===== src/rtl/assert_macros.svh =====
// assertion macros used by the rtl controller
`ifndef ASSERT_MACROS_SVH
`define ASSERT_MACROS_SVH
`ifndef SYNTH
// same-cycle implication
`define ASSERT_IMPL(lbl, clk, rstn, ante, cons, msg) \
  lbl: assert property (@(posedge clk) disable iff (!rstn) (ante) |-> (cons)) \
    else $error(msg);
// next-cycle implication
`define ASSERT_NEXT(lbl, clk, rstn, ante, cons, msg) \
  lbl: assert property (@(posedge clk) disable iff (!rstn) (ante) |=> (cons)) \
    else $error(msg);
`else
`define ASSERT_IMPL(lbl, clk, rstn, ante, cons, msg)
`define ASSERT_NEXT(lbl, clk, rstn, ante, cons, msg)
`endif
`endif


===== src/rtl/bzoom_pkg.sv =====
// shared types and constants of the bilinear zoom block
`timescale 1ns / 1ps
package bzoom_pkg;

  localparam int ROW_W      = 10;
  localparam int COL_W      = 10;
  localparam int PIX_W      = 8;
  localparam int SRC_W_W    = 9;
  localparam int SRC_H_W    = 10;
  localparam int OUT_DIM_W  = 11;
  localparam int SCL_W      = 12;
  localparam int STEP_W     = 26;
  localparam int CFG_IDX_W  = 3;
  localparam int CFG_DATA_W = 26;
  localparam int DIM_W      = 13;
  localparam int WGT_W      = 8;
  localparam int PROD_W     = 2 * WGT_W + 1;
  localparam int ACC_W      = PIX_W + PROD_W;
  localparam int RND_SHIFT  = 2 * WGT_W;

  localparam logic OP_LOAD    = 1'b0;
  localparam logic OP_COMPUTE = 1'b1;

  localparam logic [CFG_IDX_W-1:0] REG_SRC_WIDTH     = 3'd0;
  localparam logic [CFG_IDX_W-1:0] REG_SRC_HEIGHT    = 3'd1;
  localparam logic [CFG_IDX_W-1:0] REG_OUT_WIDTH     = 3'd2;
  localparam logic [CFG_IDX_W-1:0] REG_OUT_HEIGHT    = 3'd3;
  localparam logic [CFG_IDX_W-1:0] REG_SCALED_WIDTH  = 3'd4;
  localparam logic [CFG_IDX_W-1:0] REG_SCALED_HEIGHT = 3'd5;
  localparam logic [CFG_IDX_W-1:0] REG_STEP_X        = 3'd6;
  localparam logic [CFG_IDX_W-1:0] REG_STEP_Y        = 3'd7;

  localparam logic [SRC_W_W-1:0]   RST_SRC_WIDTH     = 9'd225;
  localparam logic [SRC_H_W-1:0]   RST_SRC_HEIGHT    = 10'd313;
  localparam logic [OUT_DIM_W-1:0] RST_OUT_WIDTH     = 11'd282;
  localparam logic [OUT_DIM_W-1:0] RST_OUT_HEIGHT    = 11'd286;
  localparam logic [SCL_W-1:0]     RST_SCALED_WIDTH  = 12'd282;
  localparam logic [SCL_W-1:0]     RST_SCALED_HEIGHT = 12'd286;
  localparam logic [STEP_W-1:0]    RST_STEP_X        = 26'd52298;
  localparam logic [STEP_W-1:0]    RST_STEP_Y        = 26'd71577;

  typedef enum logic [3:0] {
    ST_IDLE,
    ST_MAP,
    ST_MUL,
    ST_CLAMP,
    ST_RD0,
    ST_RD1,
    ST_RD2,
    ST_RD3,
    ST_ACC,
    ST_RES
  } state_t;

  typedef struct packed {
    logic       load_we;
    logic       capture;
    logic       map_en;
    logic       mul_en;
    logic       clamp_en;
    logic [1:0] rd_sel;
    logic       acc_en;
    logic [1:0] acc_sel;
    logic       out_load;
  } cmd_t;

  typedef struct packed {
    logic fill;
  } status_t;

endpackage


===== src/rtl/bzoom_ctrl.sv =====
// controller: sequences one transaction through the datapath and holds the result valid
`timescale 1ns / 1ps
`include "assert_macros.svh"
module bzoom_ctrl (
  input  logic               clk,
  input  logic               rst_n,
  input  logic               in_valid,
  input  logic               in_opcode,
  output logic               in_ready,
  output logic               out_valid,
  input  logic               out_ready,
  input  bzoom_pkg::status_t status,
  output bzoom_pkg::cmd_t    cmd
);

  bzoom_pkg::state_t state_r;
  bzoom_pkg::state_t state_nxt;
  logic              out_valid_r;
  logic              out_valid_nxt;
  logic              res_free;

  assign res_free = !out_valid_r || out_ready;

  always_comb begin
    state_nxt = state_r;
    unique case (state_r)
      bzoom_pkg::ST_IDLE: begin
        if (in_valid && in_opcode == bzoom_pkg::OP_COMPUTE) begin
          state_nxt = bzoom_pkg::ST_MAP;
        end
      end
      bzoom_pkg::ST_MAP:   state_nxt = bzoom_pkg::ST_MUL;
      bzoom_pkg::ST_MUL:   state_nxt = bzoom_pkg::ST_CLAMP;
      bzoom_pkg::ST_CLAMP: begin
        state_nxt = status.fill ? bzoom_pkg::ST_RES : bzoom_pkg::ST_RD0;
      end
      bzoom_pkg::ST_RD0:   state_nxt = bzoom_pkg::ST_RD1;
      bzoom_pkg::ST_RD1:   state_nxt = bzoom_pkg::ST_RD2;
      bzoom_pkg::ST_RD2:   state_nxt = bzoom_pkg::ST_RD3;
      bzoom_pkg::ST_RD3:   state_nxt = bzoom_pkg::ST_ACC;
      bzoom_pkg::ST_ACC:   state_nxt = bzoom_pkg::ST_RES;
      bzoom_pkg::ST_RES: begin
        if (res_free) begin
          state_nxt = bzoom_pkg::ST_IDLE;
        end
      end
      default: state_nxt = bzoom_pkg::ST_IDLE;
    endcase
  end

  always_comb begin
    cmd      = '0;
    in_ready = 1'b0;
    unique case (state_r)
      bzoom_pkg::ST_IDLE: begin
        in_ready    = 1'b1;
        cmd.capture = in_valid && in_opcode == bzoom_pkg::OP_COMPUTE;
        cmd.load_we = in_valid && in_opcode == bzoom_pkg::OP_LOAD;
      end
      bzoom_pkg::ST_MAP:   cmd.map_en = 1'b1;
      bzoom_pkg::ST_MUL:   cmd.mul_en = 1'b1;
      bzoom_pkg::ST_CLAMP: cmd.clamp_en = 1'b1;
      bzoom_pkg::ST_RD0:   cmd.rd_sel = 2'd0;
      bzoom_pkg::ST_RD1: begin
        cmd.rd_sel  = 2'd1;
        cmd.acc_en  = 1'b1;
        cmd.acc_sel = 2'd0;
      end
      bzoom_pkg::ST_RD2: begin
        cmd.rd_sel  = 2'd2;
        cmd.acc_en  = 1'b1;
        cmd.acc_sel = 2'd1;
      end
      bzoom_pkg::ST_RD3: begin
        cmd.rd_sel  = 2'd3;
        cmd.acc_en  = 1'b1;
        cmd.acc_sel = 2'd2;
      end
      bzoom_pkg::ST_ACC: begin
        cmd.acc_en  = 1'b1;
        cmd.acc_sel = 2'd3;
      end
      bzoom_pkg::ST_RES:   cmd.out_load = res_free;
      default: ;
    endcase
  end

  always_comb begin
    if (cmd.out_load) begin
      out_valid_nxt = 1'b1;
    end else if (out_ready) begin
      out_valid_nxt = 1'b0;
    end else begin
      out_valid_nxt = out_valid_r;
    end
  end

  always_ff @(posedge clk) begin
    if (!rst_n) begin
      state_r     <= bzoom_pkg::ST_IDLE;
      out_valid_r <= 1'b0;
    end else begin
      state_r     <= state_nxt;
      out_valid_r <= out_valid_nxt;
    end
  end

  assign out_valid = out_valid_r;

  `ASSERT_NEXT(a_compute_starts, clk, rst_n, state_r == bzoom_pkg::ST_IDLE && in_valid && in_opcode == bzoom_pkg::OP_COMPUTE, state_r == bzoom_pkg::ST_MAP, "compute transaction did not start mapping")
  `ASSERT_NEXT(a_result_posted, clk, rst_n, state_r == bzoom_pkg::ST_RES && cmd.out_load, out_valid_r && state_r == bzoom_pkg::ST_IDLE, "result not posted after load")
  `ASSERT_IMPL(a_reads_in_range, clk, rst_n, state_r == bzoom_pkg::ST_RD0, !status.fill, "memory read started for a fill pixel")

endmodule


===== config.mk =====
export PLATFORM = sky130hd
export DESIGN_NAME = bzoom_ctrl
export DESIGN_NICKNAME = d
export VERILOG_FILES = /design/src/rtl/bzoom_pkg.sv /design/src/rtl/bzoom_ctrl.sv
export VERILOG_INCLUDE_DIRS = /design/src /design/src/rtl
export SDC_FILE = /design/constraint.sdc
export NUM_CORES = 1
export LEC_CHECK = 0
export BUFFER_PORTS_ARGS = -buffer_cell sky130_fd_sc_hd__buf_2
export CORE_AREA = 2 2 39 41
export CTS_CLUSTER_DIAMETER = 120
export DETAILED_ROUTE_END_ITERATION = 6
export DIE_AREA = 0 0 41 43
export PLACE_DENSITY_LB_ADDON = 0.1
export SLEW_MARGIN = 20
export SYNTH_ARGS = -nofsm -noshare
export SYNTH_HDL_FRONTEND = slang
export SYNTH_SLANG_ARGS = --single-unit

===== constraint.sdc =====
create_clock -name clk -period 1.4 [get_ports clk]
set_input_delay 0.21 -clock clk [delete_from_list [all_inputs] [get_ports clk]]
set_output_delay 0.21 -clock clk [all_outputs]
set_load 0.01 [all_outputs]

==> flow_metrics.py <==
metrics = {
    "clocking": {
        "numCtsBuffers": 3,
        "clock_path_buffers": 2,
        "htree_levels": 1,
        "clock_latency_ns": 0.23,
        "clk_pin_slew_ns": 0.04,
        "tritoncts": "yes",
        "cts.sinks": 5,
        "cts-root-buf": "clkbuf_4",
    },
    "global_routing": {
        "grt_pass1_wl_mm": 1.38,
        "grt_pass1_vias": 357,
        "grt_util_met3_pct": 1.57,
        "grt-busiest-layer": "met2",
        "gr-usage-met1_pct": 14.7,
        "track_usage_pct": 11.7,
        "antenna_found_initial": 0,
        "met2_usage_pct": 16.6,
        "grt_max_degree": 12,
        "gr-total-overflow": 0,
    },
    "power": {
        "pwr-share-seq_pct": 25.7,
        "peakVddDrop_mv": 0.543,
        "power.leakage_nw": 0.305,
        "p_clk_share_pct": 19.3,
        "p_int_w": 0.000539,
        "switching_share_pct": 34.0,
        "power.density_nw_per_um2": 1330,
        "pwr-share-comb_pct": 55.0,
        "p_sw_w": 0.000278,
        "p_total_w": 0.000817,
    },
    "route": {
        "drt_iter0_drc": 6,
        "drt-vias-per-instance": 4.70,
        "ant_nets": 0,
        "drt-total-wl_um": 901,
        "dr.pass1.iters": 4,
        "wl_per_cell_um": 9.79,
        "drc_errors": 0,
        "vias": 432,
    },
    "synthesis": {
        "syn_inst": 49,
        "yosys.area_share.simple_pct": 41.5,
        "syn-num-nets": 55,
        "synth-compound-area-share_pct": 17.0,
        "avgSynthCellArea_um2": 8.12,
        "syn-cell-area_um2": 398,
        "ys_seq_area_share_pct": 25.2,
        "synth-xor-area-share_pct": 2.20,
        "ys_ff_latch": 5,
        "synth_top_family_by_area": "simple AND/OR/NAND/NOR gates",
        "ys_types": 26,
        "yosys_warnings": 0,
        "synth-adder-area-share_pct": 0,
        "synthMuxAreaShare_pct": 2.52,
    },
    "cells_and_area": {
        "nets": 83,
        "final_cell_area_um2": 616,
        "drive_gt1_share_pct": 52.6,
        "final_common_cell": "buf_2",
        "n_antenna_cell": 0,
        "most-common-layout-cells": "buf_2 (17), nor2_1 (9), buf_4 (9)",
        "area_growth_pct": 54.7,
    },
    "worst_hold_path": {
        "hold_class": "input pin to flop",
    },
    "die": {
        "die_h_um": 43,
        "core_um2": 1380,
        "die-area_um2": 1760,
        "die_w_um": 41,
        "initial_utilization_pct": 28.8,
        "io_pins": 19,
        "fp-row-count": 14,
    },
    "sta": {
        "setup_viol": 8,
        "relSlewSlack_pct": 80.1,
        "timing.fmax_ghz": 0.666,
        "rsz0062_at_grt": "true",
        "worstMarginPinSlew_ns": 0.298,
        "period_share_pct": 107,
        "fin_skew_ns": 0.000284,
        "fin_setup_tns_ns": -0.587,
        "maxSlewViolCount": 0,
        "min_period_ns": 1.50,
        "final-hold-violation-count": 0,
        "setup_ws_ns": -0.101,
    },
    "worst_setup_path": {
        "endpoint_kind": "output port",
        "cpMaxStageDelayCell": "or3b_4",
        "cp.arrival_ns": 1.29,
        "crit_required_ns": 1.19,
        "worstSetupStartpointType": "flop",
        "crit_buf_inv": 1,
        "crit_fanout": 4,
        "crit_type": "flop to output port",
        "cp_slowest_stage_delay_ns": 0.41,
        "cp_top_family": "simple AND/OR/NAND/NOR gates",
        "path_cells": "or3b_4 -> o21a_1 -> nor2_1 -> buf_2",
    },
    "placement": {
        "numPortBuffers": 18,
        "place.gp.congestion": 0.718,
        "place_worst_setup_slack_ns": 0.0312,
        "dpl_cell_area_um2": 518,
        "dp_hpwl_um": 711,
    },
    "run_status": {
        "violations": "setup timing",
        "status": "finished, violations left",
    },
    "run": {
        "maxCapViolCount": 0,
    },
}
==> power by group through the flow <==
stage | Combinational (W) | Sequential, W | Clock (W)
floorplan | 0.000268 | 0.000186 | 0
global placement | 0.000364 | 0.000199 | 0
detailed placement | 0.000360 | 0.000199 | 0
CTS | 0.000452 | 0.000206 | 0.000168
global route | 0.000497 | 0.000214 | 0.000182
finish | 0.000450 | 0.000210 | 0.000158
==> cell type report <==
class	count	area, um2
clock buffer	4	26.3
tap	16	20.0
timing repair buffer	28	175
multi-input combinational	38	284
fill	149	768
sequential	5	106
inverter	1	3.75
==> Yosys cell counts, drive strengths merged <==
cell type	number	area share, %
nor2	9	8.5
buf	5	11
dfxtp	5	25
nand2	4	3.8
nor3	3	3.8
o21a	3	5.7
nand2b	2	3.1
nor4bb	2	5.0
o22ai	2	4.7
a21boi	1	1.9
a22o	1	2.2
a32o	1	2.5
and3	1	1.6
and4bb	1	3.1
inv	1	0.94
mux2i	1	2.5
nor2b	1	1.6
nor4	1	3.1
nor4b	1	2.2
or2b	1	1.9
or3	1	1.6
or3b	1	2.2
xnor2	1	2.2
==> worst paths after layout <==
| check | slack, ns | to | cells past startpoint | start |
|---|---|---|---|---|
| worst min register to register | 0.58 | state_r[1] | 2 | state_r[0] |
| worst min-delay path | 0.25 | out_valid | 2 | rst_n |
| worst max-delay path | -0.10 | cmd[1] | 4 | state_r[1] |
| worst max register to register | 0.06 | state_r[0] | 6 | state_r[2] |
==> kinds of logic (layout without fill, tap and decap cells) <==
| group | Yosys count | after routing |
|---|---|---|
| DFF | 5 | 5 |
| buffers and inverters | 6 | 33 |
| muxes | 1 | 1 |
| xor gates and xnor gates | 1 | 1 |
| and+or+nand+nor | 28 | 28 |
| AOI/OAI and AO/OA | 8 | 8 |
==> flip-flops by register name, summed over array words and instances (netlist names) <==
register,flops
state_r,4
out_valid,1
==> repair_timing <==
item,in CTS,in global routing
gates cloned,0,0
setup buffers,3,0
endpoints found under the setup margin,11,11
gates resized for setup,10,1
pin swaps,3,1
hold buffers,0,0
==> through the flow <==
| stage | hold slack, ns | instances | utilization, % |
|---|---|---|---|
| 4_1_cts | 0.251 | 92 | 44.3 |
| 3_3_place_gp | 0.507 | 85 | 37.4 |
| 5_1_grt | 0.254 | 92 | 44.5 |
| 6_report | 0.254 | 92 | 44.5 |
| 2_1_floorplan | 0.327 | 49 | - |
| 3_5_place_dp | 0.495 | 85 | 37.4 |
==> per-layer routing <==
layer  wire (um)  share of wire, %
met4           0                 0
met3          47               5.2
met5           0                 0
met1         420                47
met2         432                48
==> worst reg2reg max path, delay by kind of cell (launching register included) <==
kind            cells  cell delay [ns]
buf+inv             3             0.34
flops               1             0.34
simple gates        2             0.35
compound gates      1             0.20
No activity file was read; power rests on OpenSTA's default activity.
